$ cat config.mk
export PLATFORM = sky130hd
export DESIGN_NAME = i2c_master_transaction_sequencer_unit
export DESIGN_NICKNAME = d
export VERILOG_FILES = /design/src/sv/i2cmts_pkg.sv /design/src/sv/i2cmts_buf.sv /design/src/sv/i2cmts_step.sv /design/src/sv/i2c_master_transaction_sequencer_unit.sv
export SDC_FILE = /design/constraint.sdc
export NUM_CORES = 1
export LEC_CHECK = 0
export BUFFER_PORTS_ARGS = -buffer_cell sky130_fd_sc_hd__clkbuf_2
export CORE_MARGIN = 2
export CORE_UTILIZATION = 44
export DETAILED_ROUTE_END_ITERATION = 7
export PLACE_DENSITY_LB_ADDON = 0.12
export SYNTH_ARGS = -nofsm -noshare
export SYNTH_HDL_FRONTEND = slang
export SYNTH_SLANG_ARGS = --single-unit
export TNS_END_PERCENT = 30
$ cat constraint.sdc
create_clock -name clk -period 4.5 [get_ports clk]
set_input_delay 0.9 -clock clk [delete_from_list [all_inputs] [get_ports clk]]
set_output_delay 0.9 -clock clk [all_outputs]
set_load 0.01 [all_outputs]
$ cat src/sv/i2cmts_pkg.sv
// Shared types and codes for the I2C master transaction sequencer.
package i2cmts_pkg;

    typedef enum logic [1:0] {
        MODE_LOAD  = 2'd0,
        MODE_START = 2'd1,
        MODE_EVENT = 2'd2,
        MODE_NACK  = 2'd3
    } mode_t;

    typedef enum logic [1:0] {
        OP_WRITE      = 2'd0,
        OP_READ       = 2'd1,
        OP_WRITE_READ = 2'd2,
        OP_INVALID    = 2'd3
    } op_t;

    typedef struct packed {
        mode_t       mode;
        logic [4:0]  index;
        logic [7:0]  data_byte;
        logic [6:0]  dev_addr;
        op_t         op;
        logic [5:0]  tx_len;
        logic [5:0]  rx_len;
        logic        flag_sb;
        logic        flag_addr;
        logic        flag_btf;
        logic        flag_txe;
        logic        flag_rxne;
    } item_t;

    typedef struct packed {
        logic        send_valid;
        logic [7:0]  out_byte;
        logic        rx_valid;
        logic [4:0]  rx_index;
        logic        start_req;
        logic        stop_req;
        logic        ack_enable;
        logic        buf_irq_enable;
        logic        busy_res;
        logic        failed;
        logic [5:0]  tx_count;
        logic [5:0]  rx_count;
    } result_t;

    // Sequencer control state.
    typedef struct packed {
        logic [6:0]  addr;
        op_t         op;
        logic [5:0]  tx_len;
        logic [5:0]  rx_len;
        logic [5:0]  tx_pos;
        logic [5:0]  rx_pos;
        logic        last_written;
        logic        tx_phase;
        logic        rx_phase;
        logic        error_mark;
        logic        ack_mark;
        logic        bufen_mark;
    } seq_state_t;

endpackage

$ cat src/sv/i2cmts_buf.sv
// Transmit byte buffer: one write port, one registered write-first read port.
module i2cmts_buf #(
    parameter int DEPTH = 32,
    parameter int AW    = 5
) (
    input  logic          clk,
    input  logic          wr_en,
    input  logic [AW-1:0] wr_addr,
    input  logic [7:0]    wr_data,
    input  logic [AW-1:0] rd_addr,
    output logic [7:0]    rd_data
);
    logic [7:0] mem [0:DEPTH-1];
    logic [7:0] rd_data_reg;

    always_ff @(posedge clk)
    begin
        if (wr_en)
        begin
            mem[wr_addr] <= wr_data;
        end
    end

    // Same-cycle write to the read address is forwarded.
    always_ff @(posedge clk)
    begin
        if (wr_en && (wr_addr == rd_addr))
        begin
            rd_data_reg <= wr_data;
        end
        else
        begin
            rd_data_reg <= mem[rd_addr];
        end
    end

    assign rd_data = rd_data_reg;

endmodule

$ cat src/sv/i2cmts_step.sv
// Next-state and result logic for one sequencer transaction.
module i2cmts_step #(
    parameter int BUF_DEPTH = 32
) (
    input  i2cmts_pkg::seq_state_t st,
    input  i2cmts_pkg::item_t      item,
    input  logic [7:0]             tx_byte,
    output i2cmts_pkg::seq_state_t st_next,
    output i2cmts_pkg::result_t    res
);
    import i2cmts_pkg::*;

    function automatic logic [5:0] clamp_len(input logic [5:0] v);
        logic [8:0] ext;
        ext = {3'b000, v};
        return (ext > 9'(BUF_DEPTH)) ? 6'(BUF_DEPTH) : v;
    endfunction

    // End of transaction, normal or aborted.
    function automatic seq_state_t finish(input seq_state_t s, input logic err);
        seq_state_t f;
        f = s;
        if (err)
        begin
            f.error_mark = 1'b1;
        end
        f.bufen_mark   = 1'b0;
        f.tx_phase     = 1'b0;
        f.rx_phase     = 1'b0;
        f.last_written = 1'b0;
        return f;
    endfunction

    always_comb
    begin
        seq_state_t n;
        result_t    r;
        logic       done;
        logic [5:0] rx_len_c;
        logic [5:0] pos_inc;

        n        = st;
        r        = '0;
        done     = 1'b0;
        rx_len_c = clamp_len(item.rx_len);
        pos_inc  = 6'd0;

        case (item.mode)
            MODE_LOAD:
            begin
                // buffer write handled at the top level
            end
            MODE_START:
            begin
                if (!st.tx_phase && !st.rx_phase)
                begin
                    n.addr         = item.dev_addr;
                    n.op           = item.op;
                    n.tx_len       = clamp_len(item.tx_len);
                    n.rx_len       = rx_len_c;
                    n.error_mark   = 1'b0;
                    n.last_written = 1'b0;
                    n.tx_pos       = 6'd0;
                    n.rx_pos       = 6'd0;
                    if (item.op == OP_WRITE || item.op == OP_WRITE_READ)
                    begin
                        n.tx_phase = 1'b1;
                        n.rx_phase = 1'b0;
                    end
                    else if (item.op == OP_READ)
                    begin
                        n.tx_phase = 1'b0;
                        n.rx_phase = 1'b1;
                        if (rx_len_c > 6'd1)
                        begin
                            n.ack_mark = 1'b1;
                        end
                    end
                    r.start_req = 1'b1;
                end
            end
            MODE_NACK:
            begin
                n          = finish(n, 1'b1);
                r.stop_req = 1'b1;
            end
            MODE_EVENT:
            begin
                if (item.flag_sb)
                begin
                    if (st.tx_phase && !st.rx_phase)
                    begin
                        r.send_valid = 1'b1;
                        r.out_byte   = {st.addr, 1'b0};
                    end
                    else if (st.rx_phase && !st.tx_phase)
                    begin
                        r.send_valid = 1'b1;
                        r.out_byte   = {st.addr, 1'b1};
                    end
                    else
                    begin
                        n          = finish(n, 1'b1);
                        r.stop_req = 1'b1;
                    end
                end
                else
                begin
                    if (item.flag_addr)
                    begin
                        n.bufen_mark = 1'b1;
                    end
                    if (item.flag_btf && st.last_written)
                    begin
                        n.tx_phase     = 1'b0;
                        n.last_written = 1'b0;
                        if (st.op == OP_WRITE)
                        begin
                            n          = finish(n, 1'b0);
                            r.stop_req = 1'b1;
                        end
                        else if (st.op == OP_WRITE_READ && st.rx_len != 6'd0)
                        begin
                            // repeated start into the read phase
                            if (st.rx_len > 6'd1)
                            begin
                                n.ack_mark = 1'b1;
                            end
                            n.rx_phase   = 1'b1;
                            n.bufen_mark = 1'b0;
                            r.start_req  = 1'b1;
                        end
                        else
                        begin
                            n          = finish(n, 1'b1);
                            r.stop_req = 1'b1;
                        end
                        done = 1'b1;
                    end
                    if (!done && item.flag_txe && n.tx_phase && !n.rx_phase)
                    begin
                        if (n.tx_pos < n.tx_len && {3'b000, n.tx_pos} < 9'(BUF_DEPTH))
                        begin
                            r.send_valid = 1'b1;
                            r.out_byte   = tx_byte;
                            pos_inc      = n.tx_pos + 6'd1;
                            n.tx_pos     = pos_inc;
                            if (pos_inc == n.tx_len)
                            begin
                                n.last_written = 1'b1;
                            end
                        end
                        else
                        begin
                            n          = finish(n, 1'b0);
                            r.stop_req = 1'b1;
                        end
                    end
                    if (!done && item.flag_rxne && n.rx_phase && !n.tx_phase)
                    begin
                        if (n.rx_pos < n.rx_len)
                        begin
                            r.rx_valid = 1'b1;
                            r.out_byte = item.data_byte;
                            r.rx_index = n.rx_pos[4:0];
                            pos_inc    = n.rx_pos + 6'd1;
                            n.rx_pos   = pos_inc;
                            // NACK the last byte
                            if ((n.rx_len - pos_inc) == 6'd1)
                            begin
                                n.ack_mark = 1'b0;
                            end
                            if (pos_inc == n.rx_len)
                            begin
                                n          = finish(n, 1'b0);
                                r.stop_req = 1'b1;
                            end
                        end
                        else
                        begin
                            n          = finish(n, 1'b1);
                            r.stop_req = 1'b1;
                        end
                    end
                end
            end
            default:
            begin
            end
        endcase

        r.ack_enable     = n.ack_mark;
        r.buf_irq_enable = n.bufen_mark;
        r.busy_res       = n.tx_phase | n.rx_phase;
        r.failed         = n.error_mark;
        r.tx_count       = n.tx_pos;
        r.rx_count       = n.rx_pos;

        st_next = n;
        res     = r;
    end

endmodule

$ cat src/sv/i2c_master_transaction_sequencer_unit.sv
// I2C master transaction sequencer: top level with input, state and result registers.
// Sequences one I2C master transaction (write, read, or write then read with a
// repeated start) on top of a byte-level bus engine. Each accepted transaction
// on the item channel yields exactly one transaction on the result channel
// that carries any byte to send or byte received plus the current status.
// An accepted item lands in an input register; once the result register is
// free or being emptied, the step logic updates the sequencer state and
// loads the result register from the input register, and the block takes one
// item every cycle as long as results are taken. A stalled result holds the
// pipe; items are still accepted until the input register is full too.
// Transmit bytes live in a BUF_DEPTH-entry buffer whose registered read port
// is addressed by the next transmit position, so a data byte is ready when the
// transmit-empty event arrives. Buffer entries have no reset; sending an
// entry that was never loaded gives an undefined byte. Loads at an index at
// or above BUF_DEPTH are dropped, and lengths above BUF_DEPTH saturate.
module i2c_master_transaction_sequencer_unit #(
    parameter int BUF_DEPTH = 32
) (
    input  logic                clk,
    input  logic                rst_n,
    input  logic                item_valid,
    output logic                item_ready,
    input  i2cmts_pkg::item_t   item,
    output logic                result_valid,
    input  logic                result_ready,
    output i2cmts_pkg::result_t result
);
    import i2cmts_pkg::*;

    localparam int AW = (BUF_DEPTH > 1) ? $clog2(BUF_DEPTH) : 1;

    // input register
    item_t      item_reg;
    logic       item_valid_reg;

    // sequencer state
    seq_state_t state_reg;
    seq_state_t state_next;
    seq_state_t step_state;

    // result register
    result_t    result_reg;
    result_t    step_result;
    logic       result_valid_reg;

    logic       advance;
    logic       item_take;

    // buffer port
    logic          buf_wr_en;
    logic [8:0]    wr_idx_ext;
    logic [8:0]    rd_pos_ext;
    logic [AW-1:0] buf_wr_addr;
    logic [AW-1:0] buf_rd_addr;
    logic [7:0]    buf_rd_data;

    // Step fires when the input register holds a transaction and the result
    // register is free or being emptied this cycle.
    assign advance    = item_valid_reg && (!result_valid_reg || result_ready);
    assign item_ready = !item_valid_reg || advance;
    assign item_take  = item_valid && item_ready;

    assign state_next = advance ? step_state : state_reg;

    i2cmts_step #(
        .BUF_DEPTH (BUF_DEPTH)
    ) u_step (
        .st      (state_reg),
        .item    (item_reg),
        .tx_byte (buf_rd_data),
        .st_next (step_state),
        .res     (step_result)
    );

    // Loads write the buffer; the read port tracks the next transmit position.
    assign wr_idx_ext  = {4'b0000, item_reg.index};
    assign rd_pos_ext  = {3'b000, state_next.tx_pos};
    assign buf_wr_en   = advance && (item_reg.mode == MODE_LOAD)
                         && (wr_idx_ext < 9'(BUF_DEPTH));
    assign buf_wr_addr = wr_idx_ext[AW-1:0];
    assign buf_rd_addr = rd_pos_ext[AW-1:0];

    i2cmts_buf #(
        .DEPTH (BUF_DEPTH),
        .AW    (AW)
    ) u_buf (
        .clk     (clk),
        .wr_en   (buf_wr_en),
        .wr_addr (buf_wr_addr),
        .wr_data (item_reg.data_byte),
        .rd_addr (buf_rd_addr),
        .rd_data (buf_rd_data)
    );

    always_ff @(posedge clk or negedge rst_n)
    begin
        if (!rst_n)
        begin
            item_valid_reg   <= 1'b0;
            result_valid_reg <= 1'b0;
            state_reg        <= '0;
        end
        else
        begin
            if (item_ready)
            begin
                item_valid_reg <= item_valid;
            end
            if (advance)
            begin
                result_valid_reg <= 1'b1;
            end
            else if (result_ready)
            begin
                result_valid_reg <= 1'b0;
            end
            state_reg <= state_next;
        end
    end

    always_ff @(posedge clk)
    begin
        if (item_take)
        begin
            item_reg <= item;
        end
        if (advance)
        begin
            result_reg <= step_result;
        end
    end

    assign result_valid = result_valid_reg;
    assign result       = result_reg;

endmodule

==> impl_metrics.csv, run 1 <==
group,metric,value,unit
critical_path,crit_path_max_fanout,42,
critical_path,arrival,3480,ps
critical_path,crit_chain,"clkbuf_2 > nand2b_1 > nand2_1 > inv_2 > buf_4 > nand3_1 > a22o_1",
critical_path,cpPeakStageDelay,800,ps
critical_path,critPathLaunchType,"input port",
cts,ctsRootBufferMaster,"clkbuf_16",
synth,synth_xor_area_share,0.8945,%
synth,synth.area.mux_share,10.34,%
synth,ys_ff_latch,376,
synth,yosys.area.top_type,"edfxtp_1",
critical_path,required,4930,ps
synth,synth_top_family_by_area,"multiplexers",
critical_path,setup.worst_path.end_class,"register",
detailed_routing,drt-pass1-iter-count,6,
floorplanning,chipWidth,192.7,microns
critical_path,cp_top_family,"simple AND/OR/NAND/NOR gates",
cts,ctsHoldBuffers,0,
sta,relSlewSlack,22.95,%
cts,post_cts_resize_count,0,
synth,netlist.area_leader.share,63.25,%
placed_design,port_buffers,79,
synth,synth_area_leaders,"edfxtp_1 63%, mux4_2 9.5%, dfrtp_1 6.5%",
sta,setup_viol,0,
floorplanning,start_util,44.37,%
synth,yosysSeqAreaShare,70.44,%
sta,post-route-min-period,3053,ps
global_route,grt_pass1_vias,8412,
critical_path,cp.buffers_inverters,3,
final_layout,largest_reg_flops,256,
cts,cts_buffers,40,
detailed_routing,vias,8521,
placed_design,hpwl,23740,microns
power,vdd.ir_drop.worst,0.3445,mV
detailed_routing,routed_via_density,5.610,
sta,finalClockSkew,12.66,ps
floorplanning,ios,80,
floorplanning,core_area,0.03531,sq mm
synth,syn_inst,935,
detailed_routing,drt_wl_total,36290,microns
cts,post-cts-setup-buffers,0,
global_route,overflow,0,
placed_design,place.gp.congestion,0.8425,
cts,clkTransAtPathRegs,60,ps
detailed_routing,ant_nets,0,
floorplanning,die_h,192.7,microns
cts,cts_sinks,376,
cts,clockBufferDepth,3,
final_layout,drive_above_1_share,22.14,%
synth,avgSynthCellArea,16.76,sq um
synth,synth_compound_area_share,7.012,%
sta,tns,0,ps
sta,slew_violations,0,
hold_path,hold_path.class,"input port to asynchronous set/reset pin",
global_route,grt_max_degree,54,
outcome,outcome,"finished clean",
final_layout,layout.nets,1104,
synth,yosysMostFrequentCell,"edfxtp_1",
synth,syn_nets,1010,
global_route,antenna_found_initial,0,
cts,clk_latency,550,ps
detailed_routing,drc,0,
floorplanning,num_rows,69,
final_layout,syn_to_final_growth,14.02,%
critical_path,crit_type,"input port to register",
detailed_routing,wl_per_cell,23.89,microns
synth,synthFlopType,"edfxtp_1",
synth,ys_warn_count,0,
synth,synth_common_cells,"330 x edfxtp_1, 66 x mux4_2, 56 x nor2_1, 41 x dfrtp_1, 41 x nand2_1",
sta,period_share,67.85,%
sta,fmax,0.3275,GHz
flow_run,drv_cap,0,
global_route,grt_pass1_wl,53560,microns
power,power.density,447.0,mW/mm^2
sta,rsz0062_at_grt,"no",
cts,cts_htree_levels,2,
detailed_routing,drt_iter0_markers,710,
synth,synth_simple_gate_area_share,6.845,%
power,p_leak,0.006079,uW
floorplanning,die_area,0.03713,sq mm
synth,synth_cell_types,70,
critical_path,critical_path.slowest_cell,"nand3_1",
sta,finalHoldViolCount,0,
cts,cts_tree,"done",
synth,synthAdderAreaFrac,2.444,%
power,power,7985,uW
sta,worst_pin_slew,1156,ps
synth,synth_area,0.01567,sq mm
global_route,grt_use_total,20.08,%
synth,synthArstFlopShare,10.90,%
synth,synth_edf_count,330,
kinds of logic after synthesis:
family	count (synthesis)
XOR/XNOR	16
adder cells (fa/ha/maj)	30
buffers and inverters	72
flip-flops	376
AO/OA/AOI/OAI	154
multiplexers	79
AND/OR/NAND/NOR	208
area by class of cell:
type | instances | area, sq um
Fill cell | 2916 | 17450
Multi-Input combinational cell | 487 | 4315
Antenna cell | 1 | 2.502
Sequential cell | 376 | 11040
Clock buffer | 48 | 1031
Inverter | 27 | 101.3
Timing Repair Buffer | 97 | 543.0
Clock inverter | 22 | 249.0
Tap cell | 461 | 576.8
through the flow:
step / setup WS, ps / util, % / instance area, sq um / cells / hold slack, ps
global route: 1220 / 50.58 / 17860 / 1518 / 477.6
floorplan: 911.7 / - / 15670 / 935 / 442.6
CTS: 1449 / 50.58 / 17860 / 1518 / 438.9
finish: 1447 / 50.59 / 17860 / 1519 / 438.0
global placement: 924.3 / 46.95 / 16580 / 1448 / 444.4
detailed placement: 865.1 / 46.95 / 16580 / 1448 / 449.7
layer usage:
metal  routed length [microns]  vias to the layer above  GRT usage [%]
li1                          -                     3901              -
met1                     16130                     4348          27.76
met2                     17780                      228          32.92
met3                      1714                       44          3.382
met4                       662                        0          5.666
met5                         0                        -              0
cell usage in the layout (no fill, tap or decap), types with 6 or more instances in the layout:
cell type / Yosys / layout
a21oi_1: 20 / 20
a221oi_1: 7 / 7
a22o_1: 26 / 26
a22oi_1: 6 / 6
a31oi_1: 7 / 7
and2_1: 10 / 9
buf_4: 9 / 17
clkbuf_1: 19 / 8
clkbuf_16: 0 / 40
clkbuf_2: 0 / 79
clkinv_1: 0 / 6
clkinv_2: 0 / 7
dfrtp_1: 41 / 41
edfxtp_1: 330 / 330
ha_1: 29 / 29
inv_1: 27 / 26
mux2i_1: 10 / 10
mux4_2: 66 / 66
nand2_1: 41 / 41
nand2b_1: 19 / 19
nand3_1: 26 / 26
nand4_1: 6 / 6
nor2_1: 56 / 56
nor2b_1: 14 / 14
o211ai_1: 7 / 7
o21ai_0: 27 / 27
o21ai_1: 7 / 7
o31ai_1: 6 / 6
or3_1: 7 / 7
xnor2_1: 10 / 10
xor2_1: 6 / 6
power by group:
part | switching, uW | leakage [uW] | total (uW) | internal, uW
clock network | 1320 | 0.000626 | 3250 | 1920
registers | 110 | 0.00362 | 4030 | 3920
logic | 424 | 0.00183 | 712 | 288
total | 1860 | 0.00608 | 7980 | 6130
final timing paths:
path                                     startpoint                   endpoint  slack, ps  cells past startpoint
max                                    result_ready  state_reg[26]$_DFFE_PN0P_       1450                      7
max in group asynchronous                     rst_n  state_reg[29]$_DFFE_PN0P_       3660                      2
max reg2reg                result_valid$_DFFE_PN0P_  state_reg[26]$_DFFE_PN0P_       1490                      6
min reg2reg                  item_reg[19]$_DFFE_PP_  state_reg[32]$_DFFE_PN0P_        460                      1
min                                           rst_n   state_reg[7]$_DFFE_PN0P_        440                      2
min in group clk             item_reg[19]$_DFFE_PP_  state_reg[32]$_DFFE_PN0P_        460                      1
Power figures use the tool's default switching activity.
==> run 2, diff against run 1 <==
Clock period 4.5 ns to 3.1 ns, I/O delays scaled along.
==> run 2 against run 1 <==
Sequential power increased by 46%. Clock power increased by 44%. Total power increased by 45%. Via count increased by 3.6%. Largest cell class unchanged. Largest power group unchanged.
==> impl_metrics.csv, run 2 (synthesis gave the netlist of run 1 again) <==
group,metric,value,unit
sta,fmax,0.3587,GHz
final_layout,antenna_cells,0,
floorplanning,num_rows,69,
placed_design,hpwl,24570,microns
outcome,outcome,"finished clean",
detailed_routing,drc,0,
global_route,grt_use_total,20.56,%
critical_path,crit_chain,"ha_1 > nand3_1 > xor2_1 > ha_1 > and3_1 > nand4_1 > o22a_2 > a41o_1 > or3b_1",
cts,cts_sinks,376,
final_layout,final_cell_mix,"330 x edfxtp_1, 79 x clkbuf_2, 69 x buf_4",
global_route,grt_max_degree,34,
detailed_routing,wl_per_cell,23.29,microns
power,clockPowerShare,40.4,%
sta,relSlewSlack,21.75,%
floorplanning,chipWidth,192.7,microns
detailed_routing,routed_via_density,5.610,
critical_path,cp.buffers_inverters,0,
global_route,grt_pass1_wl,55840,microns
cts,clkTransAtPathRegs,60,ps
critical_path,required,3390,ps
power,power.share.sequential,50.7,%
cts,post-cts-setup-buffers,0,
power,p_leak,0.006383,uW
sta,period_share,89.92,%
hold_path,hold_path.class,"input port to asynchronous set/reset pin",
sta,rsz0062_at_grt,"no",
cts,ctsHoldBuffers,0,
final_layout,drive_above_1_share,26.24,%
sta,setup_viol,0,
placed_design,place.gp.congestion,0.8641,
floorplanning,core_area,0.03531,sq mm
sta,finalClockSkew,20.34,ps
sta,worst_pin_slew,1174,ps
power,comb_power_share,8.9,%
critical_path,setup.worst_path.end_class,"register",
critical_path,critical_path.slowest_cell,"dfrtp_1",
cts,ctsRootBufferMaster,"clkbuf_16",
critical_path,cp_top_family,"simple AND/OR/NAND/NOR gates",
cts,cts_buffers,40,
sta,fin_ws,312.4,ps
power,power.density,633.7,mW/mm^2
global_route,overflow,0,
cts,post_cts_resize_count,0,
detailed_routing,drt_iter0_markers,622,
floorplanning,die_h,192.7,microns
sta,slew_violations,0,
power,p_int,8863,uW
critical_path,crit_type,"register to register",
cts,clk_latency,560,ps
cts,cts_tree,"done",
critical_path,cpMostUsedCell,"ha_1",
detailed_routing,drt-pass1-iter-count,5,
detailed_routing,vias,8830,
power,power_switching_share,23.50,%
power,vdd.ir_drop.worst,0.5022,mV
global_route,antenna_found_initial,0,
detailed_routing,ant_nets,0,
floorplanning,ios,80,
floorplanning,start_util,44.37,%
final_layout,syn_to_final_growth,16.71,%
flow_run,drv_cap,0,
sta,tns,0,ps
final_layout,layout.nets,1158,
floorplanning,die_area,0.03713,sq mm
final_layout,num-fill-cells,2861,
critical_path,crit_path_max_fanout,7,
power,p_sw,2723,uW
critical_path,arrival,3080,ps
placed_design,port_buffers,79,
detailed_routing,drt_wl_total,36650,microns
cts,clockBufferDepth,3,
sta,post-route-min-period,2788,ps
sta,finalHoldViolCount,0,
critical_path,cpPeakStageDelay,450,ps
placed_design,place_ws,328.4,ps
final_layout,largest_reg_flops,256,
cts,cts_htree_levels,2,
final_layout,mostFrequentLayoutCell,"edfxtp_1",
critical_path,critPathLaunchType,"register",
global_route,grt_pass1_vias,8897,
-- run 2: cell count changes in the layout (fill, tap and decap cells not counted), sizes merged --
cell and delta:
clkbuf +1, clkinvlp -1, diode -1, bufinv -1, buf +54, clkinv +3
-- run 2: power by group through the flow --
stage,combinational (uW),clock [uW],sequential (uW)
global route,1160,4990,5890
global placement,1030,0,5970
CTS,1040,4790,5870
floorplan,702,0,5910
detailed placement,1040,0,5970
finish,1030,4680,5870
-- run 2: final timing paths --
path	from	end	slack (ps)	cells past startpoint
hold / removal	rst_n	state_reg[8]$_DFFE_PN0P_	20	1
max in group asynchronous	rst_n	state_reg[28]$_DFFE_PN0P_	2300	2
min in group clk	item[0]	item_reg[0]$_DFFE_PP_	240	1
setup reg to reg	state_reg[6]$_DFFE_PN0P_	result[13]$_DFFE_PP_	310	9
setup / recovery	state_reg[6]$_DFFE_PN0P_	result[13]$_DFFE_PP_	310	9
hold reg to reg	item_reg[21]$_DFFE_PP_	state_reg[34]$_DFFE_PN0P_	470	1
-- run 2: area by class of cell --
class,instances,area (sq um),share of cell area (%)
Clock buffer,49,1045,5.714
Clock inverter,23,229.0,1.252
Inverter,27,101.3,0.5543
Multi-Input combinational cell,487,4315,23.60
Sequential cell,376,11040,60.40
Tap cell,461,576.8,3.155
Timing Repair Buffer,151,973.4,5.324
-- run 2: through the flow --
stage | hold WS [ps] | utilization [%] | power [uW] | cell area [sq um] | cells
global route | 59.10 | 51.78 | 12040 | 18280 | 1574
global placement | 448.0 | 48.17 | 7003 | 17010 | 1502
floorplan | 324.4 | - | 6610 | 15670 | 935
CTS | 18.04 | 51.78 | 11700 | 18280 | 1574
finish | 24.49 | 51.78 | 11590 | 18280 | 1574
detailed placement | 456.2 | 48.17 | 7016 | 17010 | 1502
-- run 2: routing by layer --
layer | share of wire [%] | global-route usage [%] | vias to the layer above | wire length [microns]
met3 | 5.3 | 3.783 | 54 | 1930
met5 | 0 | 0 | - | 0
met1 | 45 | 29.02 | 4522 | 16530
met4 | 1.9 | 5.725 | 0 | 698
met2 | 48 | 32.82 | 245 | 17490
li1 | - | - | 4009 | -
